### src/sv/awlt_pkg.sv
package awlt_pkg;

  // Width of the ack window and of the drop counter.
  localparam int unsigned WIN_BITS = 32;
  localparam int unsigned CNT_BITS = 32;

  // Width of a per-item drop count (0..WIN_BITS).
  localparam int unsigned NOW_BITS = 6;

  // Field widths of the stream items.
  localparam int unsigned SEQ_FIELD_BITS = 16;
  localparam int unsigned IN_DATA_BITS   = 16;
  localparam int unsigned OUT_DATA_BITS  = 88;

  typedef logic [WIN_BITS-1:0] ackvec_t;
  typedef logic [NOW_BITS-1:0] now_t;

  // Number of set bits in a window word.
  function automatic now_t ones_in(input ackvec_t v);
    now_t n;
    n = '0;
    for (int i = 0; i < WIN_BITS; i++) begin
      n = n + now_t'(v[i]);
    end
    return n;
  endfunction

endpackage

### src/sv/ack_window_loss_tracker.sv
// Receive-side sequence tracker with a 32-bit ack window and loss counting.
//
// The slave stream carries one received packet sequence number per item. The
// master stream returns one item per input item: the latest sequence number,
// the ack window (bit i set means packet latest-(i+1) arrived), the saturating
// running drop total, and the number of packets judged lost by this item.
//
// An accepted item sits in an input register; once the result register is free, the window
// update (one shift, mask and population count) runs and writes the result register.
// The result shows on the master side when the result register is written, and the block
// takes one item per cycle while the master side keeps up.
// When the master stalls, the result register holds, the pending item waits in
// the input register, and s_axis_tready drops once both are full.
//
// Reset clears the tracker: the next item links it, becomes the latest number
// and fills the window with ones. Only the low SEQ_BITS bits of a sequence
// number are used; comparison is wrap-aware modulo 2^SEQ_BITS.
module ack_window_loss_tracker #(
  parameter int unsigned SEQ_BITS = 16
) (
  input  logic                               clk_i,
  input  logic                               rst_ni,
  input  logic                               s_axis_tvalid,
  output logic                               s_axis_tready,
  // seq_number[15:0]
  input  logic [awlt_pkg::IN_DATA_BITS-1:0]  s_axis_tdata,
  output logic                               m_axis_tvalid,
  input  logic                               m_axis_tready,
  // latest_seq[15:0], ack_window[47:16], drops_total[79:48], drops_now[85:80],
  // zero padding[87:86]
  output logic [awlt_pkg::OUT_DATA_BITS-1:0] m_axis_tdata
);
  import awlt_pkg::*;

  localparam int unsigned EXT_BITS = (SEQ_BITS > SEQ_FIELD_BITS) ? SEQ_BITS : SEQ_FIELD_BITS;
  localparam logic [SEQ_BITS-1:0] HALF = {1'b1, {(SEQ_BITS-1){1'b0}}};
  localparam logic [SEQ_BITS-1:0] WIN_SPAN = SEQ_BITS'(WIN_BITS);
  localparam int unsigned PAD_BITS = OUT_DATA_BITS - SEQ_FIELD_BITS - WIN_BITS - CNT_BITS
                                     - NOW_BITS;

  // Input register.
  logic                      in_valid_q, in_valid_d;
  logic [SEQ_BITS-1:0]       seq_q, seq_d;

  // Tracker state.
  logic                      linked_q, linked_d;
  logic [SEQ_BITS-1:0]       newest_q, newest_d;
  ackvec_t                   window_q, window_d;
  logic [CNT_BITS-1:0]       lost_q, lost_d;

  // Result register.
  logic                      out_valid_q, out_valid_d;
  logic [SEQ_FIELD_BITS-1:0] res_seq_q, res_seq_d;
  ackvec_t                   res_window_q, res_window_d;
  logic [CNT_BITS-1:0]       res_lost_q, res_lost_d;
  now_t                      res_now_q, res_now_d;

  logic                      advance;
  logic [EXT_BITS-1:0]       in_ext;
  logic [EXT_BITS-1:0]       newest_ext;
  logic [SEQ_BITS-1:0]       fwd_dist;
  logic [SEQ_BITS-1:0]       back;
  logic                      is_newer;
  logic                      far_jump;
  logic [NOW_BITS-1:0]       dist_amt;
  logic [NOW_BITS-1:0]       back_amt;
  ackvec_t                   top_mask;
  now_t                      now;
  logic [CNT_BITS:0]         lost_sum;

  assign advance       = in_valid_q && (!out_valid_q || m_axis_tready);
  assign s_axis_tready = !in_valid_q || advance;

  assign in_ext = EXT_BITS'(s_axis_tdata[SEQ_FIELD_BITS-1:0]);

  always_comb begin
    in_valid_d = in_valid_q;
    seq_d      = seq_q;
    if (s_axis_tvalid && s_axis_tready) begin
      in_valid_d = 1'b1;
      seq_d      = in_ext[SEQ_BITS-1:0];
    end else if (advance) begin
      in_valid_d = 1'b0;
    end
  end

  // Wrap-aware compare: at exactly half the range, the larger number is newer.
  assign fwd_dist = seq_q - newest_q;
  assign back     = newest_q - seq_q;
  assign is_newer = (fwd_dist != '0) &&
                    ((fwd_dist < HALF) || ((fwd_dist == HALF) && (seq_q > newest_q)));
  assign far_jump = fwd_dist > WIN_SPAN;
  assign dist_amt = fwd_dist[NOW_BITS-1:0];
  assign back_amt = back[NOW_BITS-1:0];
  assign top_mask = ~(ackvec_t'({WIN_BITS{1'b1}}) >> dist_amt);

  always_comb begin
    now = '0;
    if (linked_q && is_newer && (window_q != '0)) begin
      if (far_jump) begin
        now = now_t'(WIN_BITS + 1) - ones_in(window_q);
      end else begin
        now = dist_amt - ones_in(window_q & top_mask);
      end
    end
  end

  assign lost_sum = {1'b0, lost_q} + (CNT_BITS + 1)'(now);

  always_comb begin
    linked_d = linked_q;
    newest_d = newest_q;
    window_d = window_q;
    lost_d   = lost_q;
    if (advance) begin
      if (!linked_q) begin
        linked_d = 1'b1;
        newest_d = seq_q;
        window_d = '1;
      end else if (is_newer) begin
        newest_d = seq_q;
        // A shift by the full width leaves only the old latest in the top bit.
        if (far_jump) begin
          window_d = '0;
        end else begin
          window_d = (window_q << dist_amt) | (ackvec_t'(1) << (dist_amt - now_t'(1)));
        end
        lost_d = lost_sum[CNT_BITS] ? '1 : lost_sum[CNT_BITS-1:0];
      end else if ((back != '0) && (back <= WIN_SPAN)) begin
        window_d = window_q | (ackvec_t'(1) << (back_amt - now_t'(1)));
      end
    end
  end

  assign newest_ext = EXT_BITS'(newest_d);

  always_comb begin
    out_valid_d  = out_valid_q;
    res_seq_d    = res_seq_q;
    res_window_d = res_window_q;
    res_lost_d   = res_lost_q;
    res_now_d    = res_now_q;
    if (advance) begin
      out_valid_d  = 1'b1;
      res_seq_d    = newest_ext[SEQ_FIELD_BITS-1:0];
      res_window_d = window_d;
      res_lost_d   = lost_d;
      res_now_d    = now;
    end else if (m_axis_tready) begin
      out_valid_d = 1'b0;
    end
  end

  always_ff @(posedge clk_i or negedge rst_ni) begin
    if (!rst_ni) begin
      in_valid_q  <= 1'b0;
      linked_q    <= 1'b0;
      newest_q    <= '0;
      window_q    <= '0;
      lost_q      <= '0;
      out_valid_q <= 1'b0;
    end else begin
      in_valid_q  <= in_valid_d;
      linked_q    <= linked_d;
      newest_q    <= newest_d;
      window_q    <= window_d;
      lost_q      <= lost_d;
      out_valid_q <= out_valid_d;
    end
  end

  always_ff @(posedge clk_i) begin
    seq_q        <= seq_d;
    res_seq_q    <= res_seq_d;
    res_window_q <= res_window_d;
    res_lost_q   <= res_lost_d;
    res_now_q    <= res_now_d;
  end

  assign m_axis_tvalid = out_valid_q;
  assign m_axis_tdata  = {{PAD_BITS{1'b0}}, res_now_q, res_lost_q, res_window_q, res_seq_q};

endmodule

### config.mk
export PLATFORM = sky130hd
export DESIGN_NAME = ack_window_loss_tracker
export DESIGN_NICKNAME = d
export VERILOG_FILES = /design/src/sv/awlt_pkg.sv /design/src/sv/ack_window_loss_tracker.sv
export SDC_FILE = /design/constraint.sdc
export NUM_CORES = 1
export LEC_CHECK = 0
export BUFFER_PORTS_ARGS = -buffer_cell sky130_fd_sc_hd__buf_2
export CORE_ASPECT_RATIO = 0.7
export CORE_MARGIN = 1
export CORE_UTILIZATION = 45
export DETAILED_ROUTE_END_ITERATION = 8
export HOLD_SLACK_MARGIN = 0.12
export PLACE_DENSITY = 0.7
export RECOVER_POWER = 100
export SYNTH_ARGS = -nofsm -noshare
export SYNTH_HDL_FRONTEND = slang
export SYNTH_SLANG_ARGS = --single-unit
### constraint.sdc
create_clock -name clk_i -period 21 [get_ports clk_i]
set_input_delay 4.2 -clock clk_i [delete_from_list [all_inputs] [get_ports clk_i]]
set_output_delay 4.2 -clock clk_i [all_outputs]
set_load 0.02 [all_outputs]
==> results of run 1 <==
cell type report:
cell class	count	area share [%]
Inverter	162	4.12
Tap cell	378	3.20
Sequential cell	185	34.7
Clock buffer	18	2.90
Clock inverter	14	1.06
Timing Repair Buffer	124	3.57
Multi-Input combinational cell	982	50.4
synth_stat cells (36+ instances only):
master	count
inv_1	160
mux2i_1	43
fa_1	55
a21oi_1	110
o21ai_0	64
nand2_1	132
ha_1	98
edfxtp_1	102
a31oi_1	50
nor2_1	90
clkbuf_1	36
dfrtp_1	83
cell families after synthesis:
group	Yosys count	synth area share, %
AND/OR/NAND/NOR	384	13.8
AO/OA/AOI/OAI	346	16.0
buffers and inverters	235	7.07
flip-flops	185	38.0
adder cells (fa/ha/maj)	153	17.2
multiplexers	66	5.92
XOR/XNOR	31	2.06
other	1	0.0277
per-stage QoR:
step | utilization [%] | hold WS [ns] | worst slack, ns
6_report | 50.6 | 0.498 | 7.16
4_1_cts | 51.2 | 0.502 | 10.12
5_1_grt | 50.6 | 0.542 | 6.36
3_5_place_dp | 49.2 | 0.491 | 10.20
2_1_floorplan | - | 0.457 | 11.44
3_3_place_gp | 49.2 | 0.471 | 10.41
sequential cells by signal, indices dropped and copies added, names as in the netlist:
name	cells
res_lost_q	32
in_valid_q	1
lost_q	32
m_axis_tvalid	1
newest_q	16
res_window_q	32
window_q	32
res_seq_q	16
linked_q	1
seq_q	16
res_now_q	6
worst min-delay path by stage:
| stage | start | endpoint | cells after the start |
|---|---|---|---|
| after floorplan | lost_q[16] | lost_q[16] | 1 |
| after global placement | in_valid_q | m_axis_tvalid | 1 |
| after detailed placement | in_valid_q | m_axis_tvalid | 1 |
| after CTS | in_valid_q | m_axis_tvalid | 1 |
| after global routing | in_valid_q | m_axis_tvalid | 1 |
| final | in_valid_q | m_axis_tvalid | 1 |
per-layer routing:
| metal | vias to the layer above | global-route usage [%] | routed length [um] |
|---|---|---|---|
| li1 | 5121 | - | - |
| met3 | 58 | 8.68 | 5140 |
| met5 | - | 0 | 0 |
| met1 | 5417 | 44.8 | 20400 |
| met2 | 658 | 38.1 | 17200 |
| met4 | 0 | 6.14 | 628 |
==> flow_summary_export.csv, run 1 <==
group,metric,value,unit
floorplan,placeableCoreArea,29200,um2
clock_tree,cts_buffers,17,
floorplan,die_x,209,um
worst_setup_path,crit_cells,31,
place,place_area,14400,um2
outcome,status,"complete, but fails checks",
clock_tree,cts_resized,0,
global_route,grt_max_degree,67,
detailed_routing,vias,11300,
worst_setup_path,r2r_cells,31,
timing,skew,0.0157,ns
yosys,synth_edf_count,102,
worst_setup_path,cp_top_family,"adder cells",
floorplan,initial_core_util,46.4,%
worst_setup_path,worstSetupPathType,"reg2reg",
yosys,syn_area_per_cell,9.67,um2
place,post-place-cells,1830,
worst_setup_path,crit_fanout,45,
clock_tree,post-cts-setup-buffer-count,0,
worst_setup_path,crit_buf_inv,6,
worst_setup_path,rr_endpoint,"res_lost_q[18]",
clock_tree,clockBufferDepth,2,
final_layout,nets,1645,
worst_setup_path,start_kind,"register",
worst_setup_path,cp.arrival,13.98,ns
worst_setup_path,regToRegStartpoint,"seq_q[0]",
final_layout,fin_cells,1863,
final_layout,multiInputGateArea,7460,um2
worst_setup_path,critPathMaxStageDelay,1.55,ns
yosys,yosys_warnings,0,
place,port_buffers,107,
worst_setup_path,cp-endpoint,"res_lost_q[18]",
global_route,grt_antenna_before_repair,0,
clock_tree,clock_latency,0.44,ns
clock_tree,clock-sinks,185,
yosys,synth.area.top_cells,"edfxtp_1 (23%), dfrtp_1 (15%), ha_1 (9.1%), fa_1 (8.1%), inv_1 (4.4%)",
timing,setup_viol,0,
final_layout,diodes,0,
yosys,synth_top_area_share,22.6,%
clock_tree,path_clk_slew,0.08,ns
place,hpwl,32.6,mm
final_layout,layout-drive-gt1-share,6.40,%
final_layout,num-fill-cells,2682,
timing,relSlewSlack,-172,%
floorplan,io_pins,110,
clock_tree,tritoncts,"yes",
clock_tree,holdBufCountCts,0,
yosys,syn_area,13500,um2
yosys,ys_async_sr_fraction,44.9,%
place,place_congestion,1.03,
detailed_routing,drt_iter0_drc,1513,
yosys,syn_inst,1401,
global_route,grt_remaining_overflow,0,
detailed_routing,routed_wl,43.3,mm
timing,drv_slew,245,
worst_setup_path,cp-startpoint,"seq_q[0]",
global_route,grt_pass1_vias,10900,
timing,worst_pin_slew,4.09,ns
floorplan,die_h,147,um
timing,tns,0,ns
yosys,yosys.area.top_type,"edfxtp_1",
detailed_routing,wl_per_cell,23.3,um
detailed_routing,drc_errors,0,
timing,rsz0062_at_grt,"false",
global_route,track_usage,28.7,%
timing,timing.final.crit_share,65.9,%
worst_setup_path,slowest_stage,"clkbuf_1",
job,maxCapViolations,5,
final_layout,layout_common_cells,"inv_1 (160), nand2_1 (132), a21oi_1 (110)",
yosys,yosysSeqAreaShare,38.0,%
final_layout,mostFrequentLayoutCell,"inv_1",
timing,final.min_clock_period,13.84,ns
worst_setup_path,worstPathRequired,21.14,ns
global_route,grt_pass1_wl,66.6,mm
yosys,synth_ff_type,"edfxtp_1",
yosys,synth_cell_types,77,
worst_setup_path,endpoint_kind,"register",
worst_hold_path,min_path_type,"reg2reg",
yosys,ys_ff_latch,185,
detailed_routing,dr.pass1.iters,9,
floorplan,die-area,30800,um2
detailed_routing,vias_per_cell,6.04,
clock_tree,root_buffer,"clkbuf_16",
final_layout,areaGrowthSynthToFinish,9.24,%
timing,max_clock_freq,72.2,MHz
final_layout,ff_latch_area,5140,um2
clock_tree,h-tree-depth,4,
outcome,violations,"capacitance limit, slew limit",
worst_setup_path,reg2reg_slack,7.16,ns
detailed_routing,ant_nets,0,
worst_setup_path,crit_path_frequent_cell,"fa_1",
final_layout,final_cell_area,14800,um2
floorplan,rows,52,
timing,finalHoldViolCount,0,
Power of run 1 is left out: the tool's default activity adds up to more than one toggle a clock period on the data nets, which glitch-free logic cannot reach.
==> run 2: changes to the inputs <==
Clock period 21 ns to 13.22 ns, I/O delays scaled along.
==> run 2 against run 1 <==
  * The flow still finishes with violations (capacitance limit, slew limit)
  * Utilization increased by 0.24 points
  * Routed wire length is 0.31% lower
  * Highest routed layer unchanged
  * Flip-flop and latch count unchanged
  * Critical endpoint is now res_lost_q[14]
  * Final cell count unchanged
  * Via count is 2.0% higher
==> flow_summary_export.csv, run 2 (same netlist as run 1, synthesis figures left out) <==
group,metric,value,unit
floorplan,rows,52,
timing,skew,0.0233,ns
detailed_routing,drt_iter0_drc,1277,
timing,tns,0,ns
worst_setup_path,worstPathRequired,13.48,ns
job,maxCapViolations,5,
timing,worst_pin_slew,4.02,ns
clock_tree,tritoncts,"yes",
timing,drv_slew,202,
worst_setup_path,crit_fanout,45,
timing,setup_viol,0,
global_route,grt_pass1_wl,67.0,mm
outcome,violations,"capacitance limit, slew limit",
worst_setup_path,cp.arrival,11.64,ns
final_layout,nets,1645,
timing,rsz0062_at_grt,"false",
place,post-place-cells,1831,
timing,final.min_clock_period,11.37,ns
outcome,status,"complete, but fails checks",
clock_tree,path_clk_slew,0.08,ns
timing,finalHoldViolCount,0,
timing,relSlewSlack,-168,%
worst_hold_path,min_path_type,"reg2reg",
clock_tree,cts_buffers,17,
clock_tree,post-cts-setup-buffer-count,0,
floorplan,die_x,209,um
detailed_routing,vias,11500,
worst_setup_path,critPathMaxStageDelay,0.73,ns
global_route,grt_antenna_before_repair,0,
global_route,track_usage,28.8,%
worst_setup_path,crit_path_frequent_cell,"fa_1",
place,hpwl,32.8,mm
final_layout,layout-drive-gt1-share,6.53,%
final_layout,mostFrequentLayoutCell,"inv_1",
floorplan,placeableCoreArea,29200,um2
final_layout,diodes,0,
place,place_congestion,1.02,
worst_setup_path,cp-endpoint,"res_lost_q[14]",
global_route,grt_max_degree,68,
clock_tree,root_buffer,"clkbuf_16",
worst_setup_path,start_kind,"register",
worst_setup_path,rr_endpoint,"res_lost_q[14]",
detailed_routing,ant_nets,0,
floorplan,initial_core_util,46.4,%
worst_setup_path,r2r_cells,33,
clock_tree,holdBufCountCts,0,
global_route,grt_pass1_vias,10800,
global_route,grt_remaining_overflow,0,
worst_hold_path,hold_start,"in_valid_q",
floorplan,die-area,30800,um2
detailed_routing,wl_per_cell,23.2,um
floorplan,io_pins,110,
worst_setup_path,worstSetupPathType,"reg2reg",
floorplan,die_h,147,um
clock_tree,cts_resized,0,
clock_tree,h-tree-depth,4,
final_layout,fin_cells,1863,
detailed_routing,vias_per_cell,6.16,
clock_tree,clock_latency,0.46,ns
detailed_routing,dr.pass1.iters,7,
worst_setup_path,regToRegStartpoint,"seq_q[0]",
clock_tree,clockBufferDepth,2,
place,port_buffers,107,
detailed_routing,drc_errors,0,
worst_setup_path,slowest_stage,"nor2_1",
worst_setup_path,cp-startpoint,"seq_q[0]",
worst_setup_path,reg2reg_slack,1.85,ns
timing,max_clock_freq,87.9,MHz
final_layout,layout_common_cells,"inv_1 (160), nand2_1 (132), a21oi_1 (110)",
clock_tree,clock-sinks,185,
detailed_routing,routed_wl,43.2,mm
final_layout,areaGrowthSynthToFinish,9.75,%
worst_setup_path,endpoint_kind,"register",
timing,timing.final.crit_share,86.0,%
-- run 2: metrics by stage --
| stage | worst slack (ns) | hold slack, ns | area (um2) | utilization [%] |
|---|---|---|---|---|
| finish | 1.85 | 0.511 | 14900 | 50.9 |
| detailed placement | 2.39 | 0.483 | 14400 | 49.2 |
| global placement | 2.66 | 0.470 | 14400 | 49.2 |
| floorplan | 3.66 | 0.457 | 13500 | - |
| CTS | 2.33 | 0.512 | 15000 | 51.4 |
| global route | 1.19 | 0.537 | 14900 | 50.9 |
-- run 2: worst min-delay path by stage --
| stage | end | slack [ns] | depth (start not counted) |
|---|---|---|---|
| floorplan | lost_q[16] | 0.46 | 1 |
| global placement | m_axis_tvalid | 0.47 | 1 |
| detailed placement | m_axis_tvalid | 0.48 | 1 |
| CTS | m_axis_tvalid | 0.51 | 1 |
| global route | lost_q[9] | 0.54 | 1 |
| finish | m_axis_tvalid | 0.51 | 1 |
-- run 2: layout make-up --
class,count,area [um2]
flip-flops and latches,185,5140
inverters,162,609
repair buffers,124,534
well taps,378,473
multi-input cells,982,7460
fillers,2676,14400
clock inverters,14,194
clock buffers,18,450
-- run 2: critical path: cells and delay by family (launching register included) --
| family | cells | cell delay, ns |
|---|---|---|
| adders and majority gates | 13 | 5.41 |
| and+or+nand+nor | 6 | 2.16 |
| AOI/OAI and AO/OA | 4 | 1.30 |
| buffers and inverters | 6 | 1.27 |
| xor gates and xnor gates | 3 | 0.48 |
| DFF | 1 | 0.35 |
| muxes | 1 | 0.17 |
-- run 2: routing by layer --
| metal | share of wire [%] | global-route usage (%) | vias to the layer above | routed length, um |
|---|---|---|---|---|
| met3 | 12 | 8.68 | 55 | 5240 |
| met5 | 0 | 0 | - | 0 |
| met2 | 40 | 38.1 | 659 | 17100 |
| met4 | 1.4 | 5.07 | 0 | 598 |
| li1 | - | - | 5142 | - |
| met1 | 47 | 45.6 | 5624 | 20300 |
Power of run 2 is left out for the same reason.
==> run 3: changes to the inputs <==
Settings changed: CORE_ASPECT_RATIO 0.7 to unset, CTS_CLUSTER_SIZE set to 28, MAX_ROUTING_LAYER set to met4.
==> run 3 against run 2 <==
  * The run still ends with capacitance limit, slew limit left
  * Utilization down 0.67 points
  * Via count down 1.9%
  * Cell area up 0.12%
  * Clock-buffer cell count unchanged
  * Setup slack worse by 0.19 ns
  * Worst hold slack worse by 0.012 ns
  * First-iteration DRC count down 23%
  * Flip-flop and latch count unchanged
  * Die area about the same
  * Critical path depth unchanged
  * Sequential share of layout area about the same
  * Critical path type unchanged
  * Highest routed layer unchanged
==> flow_summary_export.csv, run 3 (same netlist as run 1, synthesis figures left out) <==
group,metric,value,unit
worst_hold_path,worstHoldEndpoint,"lost_q[16]",
detailed_routing,drc_errors,0,
detailed_routing,top_layer,"met4",
worst_setup_path,cp.arrival,11.81,ns
final_layout,layout-drive-gt1-share,6.67,%
worst_setup_path,rr_endpoint,"res_lost_q[7]",
worst_setup_path,critPathMaxStageDelay,0.74,ns
floorplan,rows,63,
timing,max_clock_freq,86.5,MHz
detailed_routing,dr.pass1.iters,5,
outcome,status,"complete, but fails checks",
floorplan,placeableCoreArea,29600,um2
worst_setup_path,r2r_cells,33,
timing,setup_viol,0,
clock_tree,cts_resized,0,
floorplan,die_h,175,um
place,hpwl,30.7,mm
final_layout,layout_common_cells,"inv_1 (160), nand2_1 (132), a21oi_1 (110)",
final_layout,areaGrowthSynthToFinish,9.88,%
clock_tree,h-tree-depth,4,
timing,relSlewSlack,-147,%
clock_tree,cts_buffers,17,
final_layout,nets,1645,
outcome,violations,"capacitance limit, slew limit",
timing,final.min_clock_period,11.57,ns
worst_setup_path,regToRegStartpoint,"seq_q[0]",
detailed_routing,wl_met1,16.6,mm
detailed_routing,routed_wl,40.9,mm
global_route,grt_max_degree,66,
job,maxCapViolations,4,
clock_tree,holdBufCountCts,0,
detailed_routing,wl_met2,19.9,mm
clock_tree,path_clk_slew,0.07,ns
timing,tns,0,ns
timing,finalHoldViolCount,0,
floorplan,initial_core_util,45.7,%
clock_tree,tritoncts,"yes",
worst_hold_path,min_path_type,"reg2reg",
floorplan,die-area,30800,um2
detailed_routing,drt_iter0_drc,982,
worst_setup_path,worstSetupPathType,"reg2reg",
detailed_routing,wl_per_cell,21.8,um
clock_tree,clock-sinks,185,
worst_setup_path,slowest_stage,"nor2_1",
timing,drv_slew,175,
final_layout,ff_latch_area,5140,um2
global_route,grt_pass1_wl,63.5,mm
final_layout,multiInputGateArea,7460,um2
worst_setup_path,cp-startpoint,"seq_q[0]",
final_layout,num-fill-cells,2800,
timing,timing.final.crit_share,87.5,%
floorplan,io_pins,110,
final_layout,fin_util,50.2,%
global_route,grt_antenna_before_repair,0,
floorplan,die_x,175,um
detailed_routing,vias_per_cell,6.01,
final_layout,mostFrequentLayoutCell,"inv_1",
timing,worst_pin_slew,3.71,ns
timing,rsz0062_at_grt,"false",
timing,skew,0.0189,ns
detailed_routing,ant_nets,0,
worst_hold_path,whs_path_depth,1,
clock_tree,post-cts-setup-buffer-count,0,
place,place_congestion,0.985,
global_route,track_usage,28.1,%
global_route,grt_remaining_overflow,0,
worst_setup_path,reg2reg_slack,1.65,ns
clock_tree,clockBufferDepth,2,
worst_setup_path,endpoint_kind,"register",
place,port_buffers,107,
worst_setup_path,crit_path_frequent_cell,"fa_1",
final_layout,diodes,0,
worst_setup_path,crit_fanout,45,
worst_setup_path,worstPathRequired,13.46,ns
worst_hold_path,hold_start,"lost_q[16]",
detailed_routing,vias,11300,
worst_setup_path,start_kind,"register",
clock_tree,clock_latency,0.46,ns
clock_tree,root_buffer,"clkbuf_16",
detailed_routing,wl_met3,2.69,mm
global_route,grt_pass1_vias,11100,
==> run 3: cell types whose count changed in the layout (fill, tap and decap cells not counted), sizes merged <==
cell | before | now
bufinv | 1 | 4
buf | 29 | 31
clkbuf | 113 | 111
clkinvlp | 1 | 4
inv | 166 | 164
clkinv | 8 | 4
==> run 3: worst max path at each step <==
stage	cells past startpoint	endpoint
after global placement	31	res_lost_q[14]
final	33	res_lost_q[7]
after CTS	33	res_lost_q[7]
after global routing	31	res_lost_q[7]
after floorplan	36	res_lost_q[17]
after detailed placement	33	res_lost_q[7]
==> run 3: cell type report <==
| class | count | area share, % |
|---|---|---|
| clock buffer | 18 | 2.88 |
| clock inverter | 14 | 1.45 |
| inverter | 162 | 4.10 |
| multi-input combinational | 982 | 50.1 |
| sequential | 185 | 34.5 |
| tap | 390 | 3.28 |
| timing repair buffer | 124 | 3.61 |
==> run 3: worst max-delay path: cells and delay by family, from the launching register on <==
kind / cells / cell delay (ns)
fa+ha+maj: 13 / 5.31
simple gates: 6 / 2.17
flops: 1 / 0.36
xor+xnor: 3 / 0.49
mux: 1 / 0.17
compound gates: 4 / 1.49
buf+inv: 6 / 1.30
==> run 3: routing by layer <==
metal	vias up	GRT usage, %
met2	517	45.9
met4	0	12.2
li1	5128	-
met3	111	4.07
met1	5510	34.8
met5	-	-
==> run 3: stage by stage <==
stage | setup slack (ns) | cells | hold slack, ns | cell area [um2]
3_5_place_dp | 2.23 | 1843 | 0.483 | 14400
6_report | 1.65 | 1875 | 0.499 | 14900
4_1_cts | 2.12 | 1875 | 0.502 | 15000
3_3_place_gp | 2.48 | 1843 | 0.481 | 14400
2_1_floorplan | 3.66 | 1402 | 0.457 | 13500
5_1_grt | 0.994 | 1875 | 0.513 | 14900
Power of run 3 is left out for the same reason.
